## src/rtl/flhc_pkg.sv

```systemverilog
// shared types and constants of the fan level hysteresis controller
package flhc_pkg;

	localparam int unsigned MAX_LEVELS  = 4;
	localparam int unsigned TABLE_SLOTS = 4;
	localparam int unsigned LEVEL_CAP   = (MAX_LEVELS < TABLE_SLOTS) ? MAX_LEVELS : TABLE_SLOTS;

	localparam int unsigned DATA_W = 64;
	localparam int unsigned ADDR_W = 6;

	localparam logic [3:0] FAIL_LIMIT = 4'd10;
	localparam logic [3:0] FAIL_SAT   = 4'd11;
	localparam logic [6:0] DELAY_SAT  = 7'd127;

	// register indexes, one register every eight bytes
	localparam logic [2:0] REG_LEVEL_COUNT    = 3'd0;
	localparam logic [2:0] REG_ON_THRESHOLDS  = 3'd1;
	localparam logic [2:0] REG_OFF_THRESHOLDS = 3'd2;
	localparam logic [2:0] REG_RPM_TABLE      = 3'd3;
	localparam logic [2:0] REG_DELAY_TICKS    = 3'd4;

	localparam logic [2:0] RST_LEVEL_COUNT = 3'd4;
	localparam logic [6:0] RST_DELAY_TICKS = 7'd20;

	typedef struct packed {
		logic [2:0]  level_count;
		logic [31:0] on_thresholds;
		logic [31:0] off_thresholds;
		logic [63:0] rpm_table;
		logic [6:0]  delay_ticks;
	} cfg_t;

	typedef struct packed {
		logic [15:0] rpm_setpoint;
		logic        rpm_valid;
		logic        shutdown_request;
		logic [1:0]  fan_level;
	} res_t;

endpackage

```

## src/rtl/flhc_regs.sv

```systemverilog
// configuration register file behind the apb-style port
module flhc_regs (
	input  logic                          clk,
	input  logic                          arst_n,
	input  logic                          psel,
	input  logic                          penable,
	input  logic                          pwrite,
	input  logic [flhc_pkg::ADDR_W-1:0]   paddr,
	input  logic [flhc_pkg::DATA_W-1:0]   pwdata,
	output logic [flhc_pkg::DATA_W-1:0]   prdata,
	output logic                          pready,
	output flhc_pkg::cfg_t                cfg
);

	flhc_pkg::cfg_t cfg_q;
	logic [2:0]     reg_idx;
	logic           wr_en;

	assign reg_idx = paddr[flhc_pkg::ADDR_W-1:3];
	assign wr_en   = psel & penable & pwrite;
	assign pready  = 1'b1;
	assign cfg     = cfg_q;

	always_ff @(posedge clk or negedge arst_n) begin
		if (!arst_n) begin
			cfg_q.level_count    <= flhc_pkg::RST_LEVEL_COUNT;
			cfg_q.on_thresholds  <= '0;
			cfg_q.off_thresholds <= '0;
			cfg_q.rpm_table      <= '0;
			cfg_q.delay_ticks    <= flhc_pkg::RST_DELAY_TICKS;
		end else if (wr_en) begin
			unique case (reg_idx)
				flhc_pkg::REG_LEVEL_COUNT:    cfg_q.level_count    <= pwdata[2:0];
				flhc_pkg::REG_ON_THRESHOLDS:  cfg_q.on_thresholds  <= pwdata[31:0];
				flhc_pkg::REG_OFF_THRESHOLDS: cfg_q.off_thresholds <= pwdata[31:0];
				flhc_pkg::REG_RPM_TABLE:      cfg_q.rpm_table      <= pwdata;
				flhc_pkg::REG_DELAY_TICKS:    cfg_q.delay_ticks    <= pwdata[6:0];
				default: ;
			endcase
		end
	end

	always_comb begin
		unique case (reg_idx)
			flhc_pkg::REG_LEVEL_COUNT:    prdata = {61'd0, cfg_q.level_count};
			flhc_pkg::REG_ON_THRESHOLDS:  prdata = {32'd0, cfg_q.on_thresholds};
			flhc_pkg::REG_OFF_THRESHOLDS: prdata = {32'd0, cfg_q.off_thresholds};
			flhc_pkg::REG_RPM_TABLE:      prdata = cfg_q.rpm_table;
			flhc_pkg::REG_DELAY_TICKS:    prdata = {57'd0, cfg_q.delay_ticks};
			default:                      prdata = '0;
		endcase
	end

endmodule

```

## src/rtl/flhc_core.sv

```systemverilog
// level state, delay counters and failure count with their next-state logic
module flhc_core (
	input  logic                clk,
	input  logic                arst_n,
	input  flhc_pkg::cfg_t      cfg,
	input  logic                step,
	input  logic signed [9:0]   temperature,
	input  logic                chipset_on,
	input  logic                sensor_read_ok,
	output flhc_pkg::res_t      res
);

	logic [1:0] level_q;
	logic [6:0] up_q;
	logic [6:0] dn_q;
	logic [3:0] fail_q;

	logic [1:0]        level_d;
	logic [6:0]        up_d;
	logic [6:0]        dn_d;
	logic [3:0]        fail_d;
	logic [2:0]        n_lvl;
	logic [6:0]        dly;
	logic [7:0]        on_byte;
	logic [7:0]        off_byte;
	logic signed [9:0] on_thr;
	logic signed [9:0] off_thr;
	logic              up_cond;
	logic              dn_cond;
	logic [6:0]        up_inc;
	logic [6:0]        dn_inc;

	always_comb begin
		n_lvl = (cfg.level_count == 3'd0) ? 3'd1 : cfg.level_count;
		if (n_lvl > 3'(flhc_pkg::LEVEL_CAP))
			n_lvl = 3'(flhc_pkg::LEVEL_CAP);
		dly      = (cfg.delay_ticks == 7'd0) ? 7'd1 : cfg.delay_ticks;
		on_byte  = cfg.on_thresholds[level_q*8 +: 8];
		off_byte = cfg.off_thresholds[level_q*8 +: 8];
		on_thr   = {{2{on_byte[7]}}, on_byte};
		off_thr  = {{2{off_byte[7]}}, off_byte};
		// no step up once the level has reached the top configured level, one below the count
		up_cond  = (({1'b0, level_q} + 3'd1) < n_lvl) && (temperature >= on_thr);
		dn_cond  = (level_q != 2'd0) && (temperature <= off_thr);
		up_inc   = (up_q < flhc_pkg::DELAY_SAT) ? up_q + 7'd1 : up_q;
		dn_inc   = (dn_q < flhc_pkg::DELAY_SAT) ? dn_q + 7'd1 : dn_q;

		level_d = level_q;
		up_d    = up_q;
		dn_d    = dn_q;
		fail_d  = fail_q;
		res.shutdown_request = 1'b0;

		if (chipset_on) begin
			if (!sensor_read_ok) begin
				if (fail_q < flhc_pkg::FAIL_SAT)
					fail_d = fail_q + 4'd1;
				res.shutdown_request = (fail_d > flhc_pkg::FAIL_LIMIT);
			end
			priority if (up_cond) begin
				dn_d = '0;
				if (up_inc >= dly) begin
					level_d = level_q + 2'd1;
					up_d    = '0;
				end else begin
					up_d = up_inc;
				end
			end else if (dn_cond) begin
				up_d = '0;
				if (dn_inc >= dly) begin
					level_d = level_q - 2'd1;
					dn_d    = '0;
				end else begin
					dn_d = dn_inc;
				end
			end else begin
				up_d = '0;
				dn_d = '0;
			end
		end else begin
			fail_d = '0;
		end

		res.rpm_valid    = chipset_on;
		res.rpm_setpoint = chipset_on ? cfg.rpm_table[level_d*16 +: 16] : 16'd0;
		res.fan_level    = level_d;
	end

	always_ff @(posedge clk or negedge arst_n) begin
		if (!arst_n) begin
			level_q <= '0;
			up_q    <= '0;
			dn_q    <= '0;
			fail_q  <= '0;
		end else if (step) begin
			level_q <= level_d;
			up_q    <= up_d;
			dn_q    <= dn_d;
			fail_q  <= fail_d;
		end
	end

endmodule

```

## src/rtl/fan_level_hysteresis_controller_unit.sv

```systemverilog
// fan level hysteresis controller top level: input register, core and result register
// Each thermal tick is one transaction in and one transaction out. A tick is taken into
// the input register, its level update runs through the core logic and lands in the
// result register, so a new tick is accepted every cycle while results are taken; the
// result is offered by the result register once the tick has moved on from the input
// register. The fan level steps up or down one level after delay_ticks consecutive
// qualifying ticks, the rpm setpoint comes from the new level's entry of rpm_table while
// the chipset is on, and a shutdown is requested on a failing read once more than ten
// failures have been counted since the chipset last was off. Registers sit at byte
// offsets 8*i on a 64-bit apb-style port (level_count, on_thresholds, off_thresholds,
// rpm_table, delay_ticks) and are to be written while no tick is in flight.
module fan_level_hysteresis_controller_unit (
	input  logic                          clk,
	input  logic                          arst_n,
	input  logic                          in_valid,
	output logic                          in_stall,
	input  logic signed [9:0]             temperature,
	input  logic                          chipset_on,
	input  logic                          sensor_read_ok,
	output logic                          out_valid,
	input  logic                          out_stall,
	output logic [15:0]                   rpm_setpoint,
	output logic                          rpm_valid,
	output logic                          shutdown_request,
	output logic [1:0]                    fan_level,
	input  logic                          psel,
	input  logic                          penable,
	input  logic                          pwrite,
	input  logic [flhc_pkg::ADDR_W-1:0]   paddr,
	input  logic [flhc_pkg::DATA_W-1:0]   pwdata,
	output logic [flhc_pkg::DATA_W-1:0]   prdata,
	output logic                          pready
);

	flhc_pkg::cfg_t    cfg;
	flhc_pkg::res_t    res;
	flhc_pkg::res_t    res_q;
	logic              valid_s1;
	logic signed [9:0] temp_s1;
	logic              chip_s1;
	logic              ok_s1;
	logic              out_valid_q;
	logic              advance;
	logic              take_in;

	// the tick in the input register moves on when the result slot is free or draining
	assign advance  = valid_s1 & (~out_valid_q | ~out_stall);
	assign in_stall = valid_s1 & ~advance;
	assign take_in  = in_valid & ~in_stall;

	flhc_regs u_regs (
		.clk     (clk),
		.arst_n  (arst_n),
		.psel    (psel),
		.penable (penable),
		.pwrite  (pwrite),
		.paddr   (paddr),
		.pwdata  (pwdata),
		.prdata  (prdata),
		.pready  (pready),
		.cfg     (cfg)
	);

	flhc_core u_core (
		.clk            (clk),
		.arst_n         (arst_n),
		.cfg            (cfg),
		.step           (advance),
		.temperature    (temp_s1),
		.chipset_on     (chip_s1),
		.sensor_read_ok (ok_s1),
		.res            (res)
	);

	always_ff @(posedge clk or negedge arst_n) begin
		if (!arst_n) begin
			valid_s1    <= 1'b0;
			out_valid_q <= 1'b0;
		end else begin
			if (take_in)
				valid_s1 <= 1'b1;
			else if (advance)
				valid_s1 <= 1'b0;
			if (advance)
				out_valid_q <= 1'b1;
			else if (~out_stall)
				out_valid_q <= 1'b0;
		end
	end

	always_ff @(posedge clk) begin
		if (take_in) begin
			temp_s1 <= temperature;
			chip_s1 <= chipset_on;
			ok_s1   <= sensor_read_ok;
		end
		if (advance)
			res_q <= res;
	end

	assign out_valid        = out_valid_q;
	assign rpm_setpoint     = res_q.rpm_setpoint;
	assign rpm_valid        = res_q.rpm_valid;
	assign shutdown_request = res_q.shutdown_request;
	assign fan_level        = res_q.fan_level;

endmodule

```

## config.mk

```make
export PLATFORM = sky130hd
export DESIGN_NAME = fan_level_hysteresis_controller_unit
export DESIGN_NICKNAME = d
export VERILOG_FILES = /design/src/rtl/flhc_pkg.sv /design/src/rtl/flhc_regs.sv /design/src/rtl/flhc_core.sv /design/src/rtl/fan_level_hysteresis_controller_unit.sv
export SDC_FILE = /design/constraint.sdc
export NUM_CORES = 1
export LEC_CHECK = 0
export BUFFER_PORTS_ARGS = -buffer_cell sky130_fd_sc_hd__buf_2
export CORE_AREA = 2 2 176 178
export CTS_CLUSTER_DIAMETER = 80
export DETAILED_ROUTE_END_ITERATION = 10
export DIE_AREA = 0 0 178 180
export PLACE_DENSITY = 0.56
export SYNTH_ARGS = -nofsm -noshare
export SYNTH_HDL_FRONTEND = slang
export SYNTH_SLANG_ARGS = --single-unit
export TNS_END_PERCENT = 10
```

## constraint.sdc

```tcl
create_clock -name clk -period 6.89 [get_ports clk]
set_input_delay 1.378 -clock clk [delete_from_list [all_inputs] [get_ports clk]]
set_output_delay 1.378 -clock clk [all_outputs]
set_load 0.05 [all_outputs]
```

==> summary.txt, run 1 <==
Outcome
  • Run status: finished, final reports clean

Detailed routing
  • Residual DRC: 0
  • DRT iter0 DRCs: 407
  • Via count: between 7000 and 8000
  • TritonRoute pass-1 iters: 5
  • DR vias/cell: ~5.2
  • Routed len/inst: 20.4 microns
  • Remaining antenna violation count after routing: 0
  • Routed wire length: roughly 29000 microns

Final layout
  • Area Overhead vs Synth: 18.2%
  • Most frequent cells in the layout: 170 x buf_2, 167 x mux2_2, 157 x dfrtp_1
  • Fillers: 2923
  • Most common cell after layout, fill and taps aside: buf_2
  • Layout cells sized above 1: 42.6%
  • Nets: ~1100
  • Non-filler cells, final: 1406
  • Design area: 0.0123 sq mm

STA
  • Slew HR: 35.6%
  • Final setup viols: 0
  • WHS: 0.504 ns
  • Pins Over Slew Limit: 0
  • Final Hold Fails: 0
  • Setup TNS: 0 ns
  • Fmax: just under 0.2 GHz
  • RSZ-0062 raised after global routing: no
  • Period minus WS final: 5.09 ns
  • Clock Skew: approximately 0.014 ns
  • Worst-margin pin slew: 0.965 ns
  • Crit share post-route: 73.9%

Setup path
  • Critical path type: flop to flop
  • Setup crit end kind: flop
  • Worst stage delay on the critical path: ~0.72 ns
  • R2R Setup Slk: 1.80 ns
  • Critical Path AT: 5.27 ns
  • Setup crit start kind: flop
  • Critical Path, Cell by Cell: buf_4, mux4_2, ha_1, nor2b_1, o21ai_1, a221oi_1, o41ai_2, a21oi_1, a221oi_4, buf_12, mux2i_1, o22ai_2
  • Worst path slowest cell: dfrtp_1
  • Worst path bufs/invs: 2
  • Worst EP required: 7.06 ns
  • CP delay by family, top: compound AO/OA/AOI/OAI gates
  • Crit Path Max Fanout: 25

Place
  • DP HPWL: 20800 microns
  • Routability cong.: slightly below 0.8
  • IO Port Bufs: 171
  • Placed Area: 0.0117 sq mm
  • Placed Instances: 1371

Die
  • Chip Width: 178 microns
  • Total core area: between 0.03 and 0.04 sq mm
  • Starting density of the core: 34.4%
  • Die Y-Extent: 180 microns
  • # IOs: 176
  • Die outline area: 0.0320 sq mm
  • FP Rows: 64

CTS
  • Clk pin slew, worst setup/hold paths: 0.08 ns
  • CTS tree: done
  • Postcts setup bufs: 0
  • Resized Gates After CTS: 0
  • Clk root buf: clkbuf_16
  • CTS Buf Count: 17
  • Worst-Skew Late Latency: 0.44 ns
  • CTS max path bufs: 2
  • Num Clock Sinks: 192
  • Hold-fix buffers, CTS: 0
  • H-tree depth: 4

Logic synthesis
  • Seq/Total Area, Yosys: 47.8%
  • Number of synthesized flops with an enable pin: 32
  • Avg Cell Area, Syn: 12.4 sq um
  • Ys Warns: 0
  • Mapped Area: slightly above 0.01 sq mm
  • Unique cell type count in the Yosys netlist: 61
  • Synth Net Count: 970
  • Syn Inst Count: 840
  • Post-synth ARST share: a little over four fifths
  • Synth Flop Type: dfrtp_1
  • Number of synthesized register bits: approximately 190

Power
  • Max VDD drop: 0.158 mV
  • Leak: 5.75 nW
  • Sw power: 1.66 mW
  • Comb pwr share: 39.1%
  • Power per Cell Area: 353 mW/mm^2
  • Reg power frac: between 30% and 40%
  • Clk pwr share: between 20% and 30%
  • Net Sw Frac: 38.2%
  • Int Pwr: 2.69 mW

Min path
  • HP Class: flop to flop

Global route
  • Vias in the first global route: 7446
  • Antenna violations before repair: 3
  • Total gr overflow: 0
  • Global-route wire length before repair: 44600 microns
  • GRT Total Usage: 18.4%
  • Largest net degree at the start of global routing: 58

Flow run
  • MaxCap Viol Count: 0
[power groups by stage]
stage	Sequential [mW]	Clock [mW]	Combinational [mW]
after global routing	1.62	1.14	1.85
after CTS	1.58	1.09	1.72
after floorplan	1.62	0	1.21
final	1.58	1.07	1.70
after detailed placement	1.60	0	1.72
after global placement	1.59	0	1.70
[synthesized netlist by cell type (2+ instances only)]
cell,instances,area share (%)
a2111oi_0,3,0.25
a21o_1,5,0.36
a21oi_1,20,0.96
a221o_1,2,0.19
a221oi_1,2,0.17
a22oi_1,36,2.6
a31oi_1,3,0.18
a32o_1,6,0.58
and2_1,4,0.24
and3_1,37,2.2
buf_1,6,0.22
buf_4,2,0.14
buf_8,2,0.29
clkbuf_1,37,1.3
clkinv_1,2,0.072
dfrtp_1,157,38
dfstp_2,3,0.76
edfxtp_1,32,9.2
ha_1,41,4.9
inv_1,32,1.2
mux2_2,167,18
mux2i_1,37,3.6
mux4_2,16,3.5
nand2_1,35,1.3
nand2b_1,10,0.60
nand3_1,9,0.43
nand4_1,8,0.48
nor2_1,41,1.5
nor2b_1,6,0.36
nor3_1,6,0.29
nor4_1,2,0.12
o21ai_0,11,0.53
o22ai_1,9,0.54
o22ai_2,16,1.9
o31ai_1,2,0.14
xnor2_1,8,0.67
[state kept, by name, indices dropped and copies added, names as in the netlist]
| signal | flops |
|---|---|
| u_core.dn_q | 7 |
| ok_s1 | 1 |
| u_core.level_q | 2 |
| shutdown_request | 1 |
| u_core.up_q | 7 |
| valid_s1 | 1 |
| rpm_valid | 1 |
| u_core.fail_q | 4 |
| temp_s1 | 10 |
| u_regs.cfg | 138 |
| rpm_setpoint | 16 |
| chip_s1 | 1 |
| fan_level | 2 |
| out_valid | 1 |
[worst paths after layout]
check | start | end | cells past startpoint
max in group asynchronous | arst_n | u_regs.cfg[60]$_DFFE_PN0P_ | 2
worst max register to register | u_core.level_q[0]$_DFFE_PN0P_ | rpm_setpoint[6]$_SDFFCE_PN0P_ | 12
min in group asynchronous | arst_n | u_regs.cfg[120]$_DFFE_PN0P_ | 1
worst max-delay path | u_core.level_q[0]$_DFFE_PN0P_ | rpm_setpoint[6]$_SDFFCE_PN0P_ | 12
worst min register to register | valid_s1$_DFFE_PN0P_ | out_valid$_DFFE_PN0P_ | 1
worst min-delay path | valid_s1$_DFFE_PN0P_ | out_valid$_DFFE_PN0P_ | 1
[layout make-up]
class,instances,area (sq um),area share (%)
clock inverter,13,174,1.41
sequential,192,4970,40.4
tap,396,495,4.03
timing repair buffer,184,972,7.91
antenna,3,7.51,0.0611
multi-input combinational,565,5090,41.4
inverter,34,128,1.04
clock buffer,19,454,3.69
[routing by layer]
layer	wire length, microns	global-route usage [%]	share of wire (%)	vias to the layer above
met5	11	0	0.038	-
li1	-	-	-	3461
met2	14000	29.6	49	159
met3	1260	3.26	4.4	23
met4	414	4.75	1.4	2
met1	13100	25.5	46	3727
[worst register-to-register path: cells and delay by family (launching register included)]
| family | cells | cell delay [ns] |
|---|---|---|
| compound gates | 6 | 2.02 |
| mux | 2 | 1.02 |
| buf+inv | 2 | 0.73 |
| flops | 1 | 0.72 |
| fa+ha+maj | 1 | 0.30 |
| simple gates | 1 | 0.04 |
[stage by stage]
step / utilization [%] / worst slack [ns] / total power [mW]
floorplan: - / 2.42 / 2.83
global placement: 38.6 / 1.71 / 3.29
detailed placement: 38.6 / 1.72 / 3.32
CTS: 40.7 / 1.68 / 4.39
global route: 40.7 / 1.51 / 4.61
finish: 40.7 / 1.80 / 4.34
[cell families (layout without fill, tap and decap cells)]
logic type      Yosys count  in the layout  share of synthesized area, %
mux                     220            220                          25.1
other cells               1              4                        0.0361
simple gates            165            165                          8.12
compound gates          130            130                          9.99
buf+inv                  83            250                          3.37
xor+xnor                  8              8                         0.674
flops                   192            192                          47.8
fa+ha+maj                41             41                          4.93
Power figures use the tool's default switching activity.
==> run 2, diff against run 1 <==
==> constraint.sdc (replaced) <==
create_clock -name clk -period 5.3 [get_ports clk]
set_input_delay 1.06 -clock clk [delete_from_list [all_inputs] [get_ports clk]]
set_output_delay 1.06 -clock clk [all_outputs]
set_load 0.05 [all_outputs]
==> run 2 against run 1 <==
Sequential cell count stayed put. Worst setup slack worse by 0.90 ns. Maximum frequency grew 16%. Die area is the same. Non-clock buffer count is 7 higher. Final cell count grew 0.36%. Critical path depth increased by 1. Sequential share of layout area fell by 0.12 points. Largest cell class unchanged. First-iteration DRC count rose by 21%. Critical path type unchanged. Routed wire length increased by 2.0%. Design area rose by 0.29%. Via count up 1.5%.
==> summary.txt, run 2 (same netlist as run 1, synthesis figures left out) <==
Outcome
  • Run status: finished, final reports clean

CTS
  • Hold-fix buffers, CTS: 0 (unchanged)
  • Worst-Skew Late Latency: 0.45 ns (about the same)
  • H-tree depth: 4 (unchanged)
  • CTS tree: done
  • Clk root buf: clkbuf_16
  • Num Clock Sinks: 192 (unchanged)
  • Resized Gates After CTS: 0 (unchanged)
  • CTS Buf Count: 17 (unchanged)
  • Postcts setup bufs: 0 (unchanged)
  • CTS max path bufs: 2 (unchanged)
  • Clk pin slew, worst setup/hold paths: 0.08 ns (about the same)

Place
  • Routability cong.: 0.765 (-3.4%)
  • IO Port Bufs: 171 (unchanged)
  • DP HPWL: 21000 microns (+1.2%)

Die
  • Chip Width: 178 microns (unchanged)
  • Starting density of the core: 34.4% (unchanged)
  • Total core area: 0.0302 sq mm (unchanged)
  • Die Y-Extent: 180 microns (unchanged)
  • Die outline area: 0.0320 sq mm (unchanged)
  • # IOs: 176 (unchanged)
  • FP Rows: 64 (unchanged)

STA
  • Setup TNS: 0 ns (unchanged)
  • Final Hold Fails: 0 (unchanged)
  • RSZ-0062 raised after global routing: no
  • Period minus WS final: 4.40 ns (-0.688 ns)
  • Slew HR: 34.1% (-1.5 points)
  • Crit share post-route: 83.1% (+9.2 points)
  • Clock Skew: 0.0230 ns (+0.00900 ns)
  • Worst-margin pin slew: 0.985 ns (+0.0192 ns)
  • Final setup viols: 0 (unchanged)
  • Fmax: 0.227 GHz (+16%)
  • Pins Over Slew Limit: 0 (unchanged)

Detailed routing
  • Via count: 7484 (+1.5%)
  • Residual DRC: 0 (unchanged)
  • Routed wire length: 29300 microns (+2.0%)
  • Routed len/inst: 20.8 microns (+1.6%)
  • DR vias/cell: 5.30 (+1.2%)
  • DRT iter0 DRCs: 493 (+21%)
  • Remaining antenna violation count after routing: 0 (unchanged)
  • TritonRoute pass-1 iters: 5 (unchanged)

Global route
  • Total gr overflow: 0 (unchanged)
  • Largest net degree at the start of global routing: 89 (+53%)
  • Antenna violations before repair: 3 (unchanged)
  • GRT Total Usage: 18.7% (+0.37 points)
  • Vias in the first global route: 7791 (+4.6%)
  • Global-route wire length before repair: 45400 microns (+1.7%)

Final layout
  • Nets: 1131 (+0.62%)
  • Most common cell after layout, fill and taps aside: buf_2
  • Fillers: 2892 (-1.1%)
  • Most frequent cells in the layout: 170 x buf_2, 167 x mux2_2, 157 x dfrtp_1
  • Layout cells sized above 1: 43.0% (+0.40 points)
  • Area Overhead vs Synth: 18.5%
  • Max reg flops: 138 (unchanged)
  • Final core occ: 40.8% (+0.12 points)

Setup path
  • Setup crit start kind: flop
  • Critical Path AT: 4.60 ns (-0.67 ns)
  • Crit Path Max Fanout: 32 (+28%)
  • Worst EP required: 5.49 ns (-1.57 ns)
  • Critical path type: flop to flop
  • Setup crit end kind: flop

Flow run
  • MaxCap Viol Count: 0 (unchanged)

Power
  • Leak: 5.78 nW (+0.61%)
  • Power per Cell Area: 456 mW/mm^2 (+29%)
  • Max VDD drop: 0.277 mV (+75%)

Min path
  • HP Class: flop to flop
## run 2: cell types whose count changed in the layout (fill, tap and decap cells not counted)
cell,before,now
inv_6,5,3
buf_12,1,2
buf_4,12,18
clkinv_4,2,4
diode_2,3,1
bufinv_16,3,1
inv_8,0,2
clkinv_8,0,2
clkinvlp_4,3,0
clkbuf_8,0,2
clkbuf_16,18,17
## run 2: worst paths after layout
check	startpoint	endpoint	slack (ns)	cells after the start
max reg2reg	u_core.level_q[0]$_DFFE_PN0P_	rpm_setpoint[8]$_SDFFCE_PN0P_	0.90	13
min	valid_s1$_DFFE_PN0P_	out_valid$_DFFE_PN0P_	0.50	1
min in group asynchronous	arst_n	u_core.dn_q[6]$_DFFE_PN0P_	0.69	1
min reg2reg	valid_s1$_DFFE_PN0P_	out_valid$_DFFE_PN0P_	0.50	1
max in group asynchronous	arst_n	u_regs.cfg[106]$_DFFE_PN0P_	3.47	2
max	u_core.level_q[0]$_DFFE_PN0P_	rpm_setpoint[8]$_SDFFCE_PN0P_	0.90	13
## run 2: critical path: stages, from the launching register on
cell	delay, ns
dfrtp_1	0.50
buf_4	0.26
mux4_2	0.60
inv_1	0.13
ha_1	0.25
a21o_1	0.18
a2111oi_0	0.37
or3_1	0.20
o41a_1	0.27
nand3_4	0.15
a221oi_4	0.32
buf_12	0.32
mux2i_1	0.47
o22ai_2	0.12
## run 2: report_power, final
part           total [mW]  internal (mW)  switching [mW]
clock network        1.34          0.696           0.644
logic                2.24          0.933            1.31
registers            2.04           1.81           0.238
total                5.62           3.44            2.19
## run 2: per-stage QoR
step	setup slack (ns)	hold WS, ns	power [mW]	area [sq um]	instances
floorplan	0.833	0.457	3.68	10400	840
global placement	0.859	0.474	4.30	11700	1378
detailed placement	0.853	0.501	4.33	11700	1378
CTS	0.827	0.506	5.68	12300	1410
global route	0.587	0.523	5.94	12300	1411
finish	0.897	0.504	5.62	12300	1411
## run 2: metal layers
| layer | GRT usage (%) | vias up | routed length (microns) |
|---|---|---|---|
| met1 | 24.4 | 3792 | 13100 |
| met2 | 31.2 | 179 | 14200 |
| li1 | - | 3461 | - |
| met5 | 0 | - | 12 |
| met4 | 6.07 | 2 | 735 |
| met3 | 3.51 | 50 | 1220 |
## run 2: area by class of cell
class,count,area [sq um],area share (%)
clock inverters,12,146,1.19
multi-input cells,565,5090,41.3
repair buffers,191,1040,8.41
flip-flops and latches,192,4970,40.3
clock buffers,20,457,3.70
inverters,34,128,1.04
diodes,1,2.50,0.0203
well taps,396,495,4.02
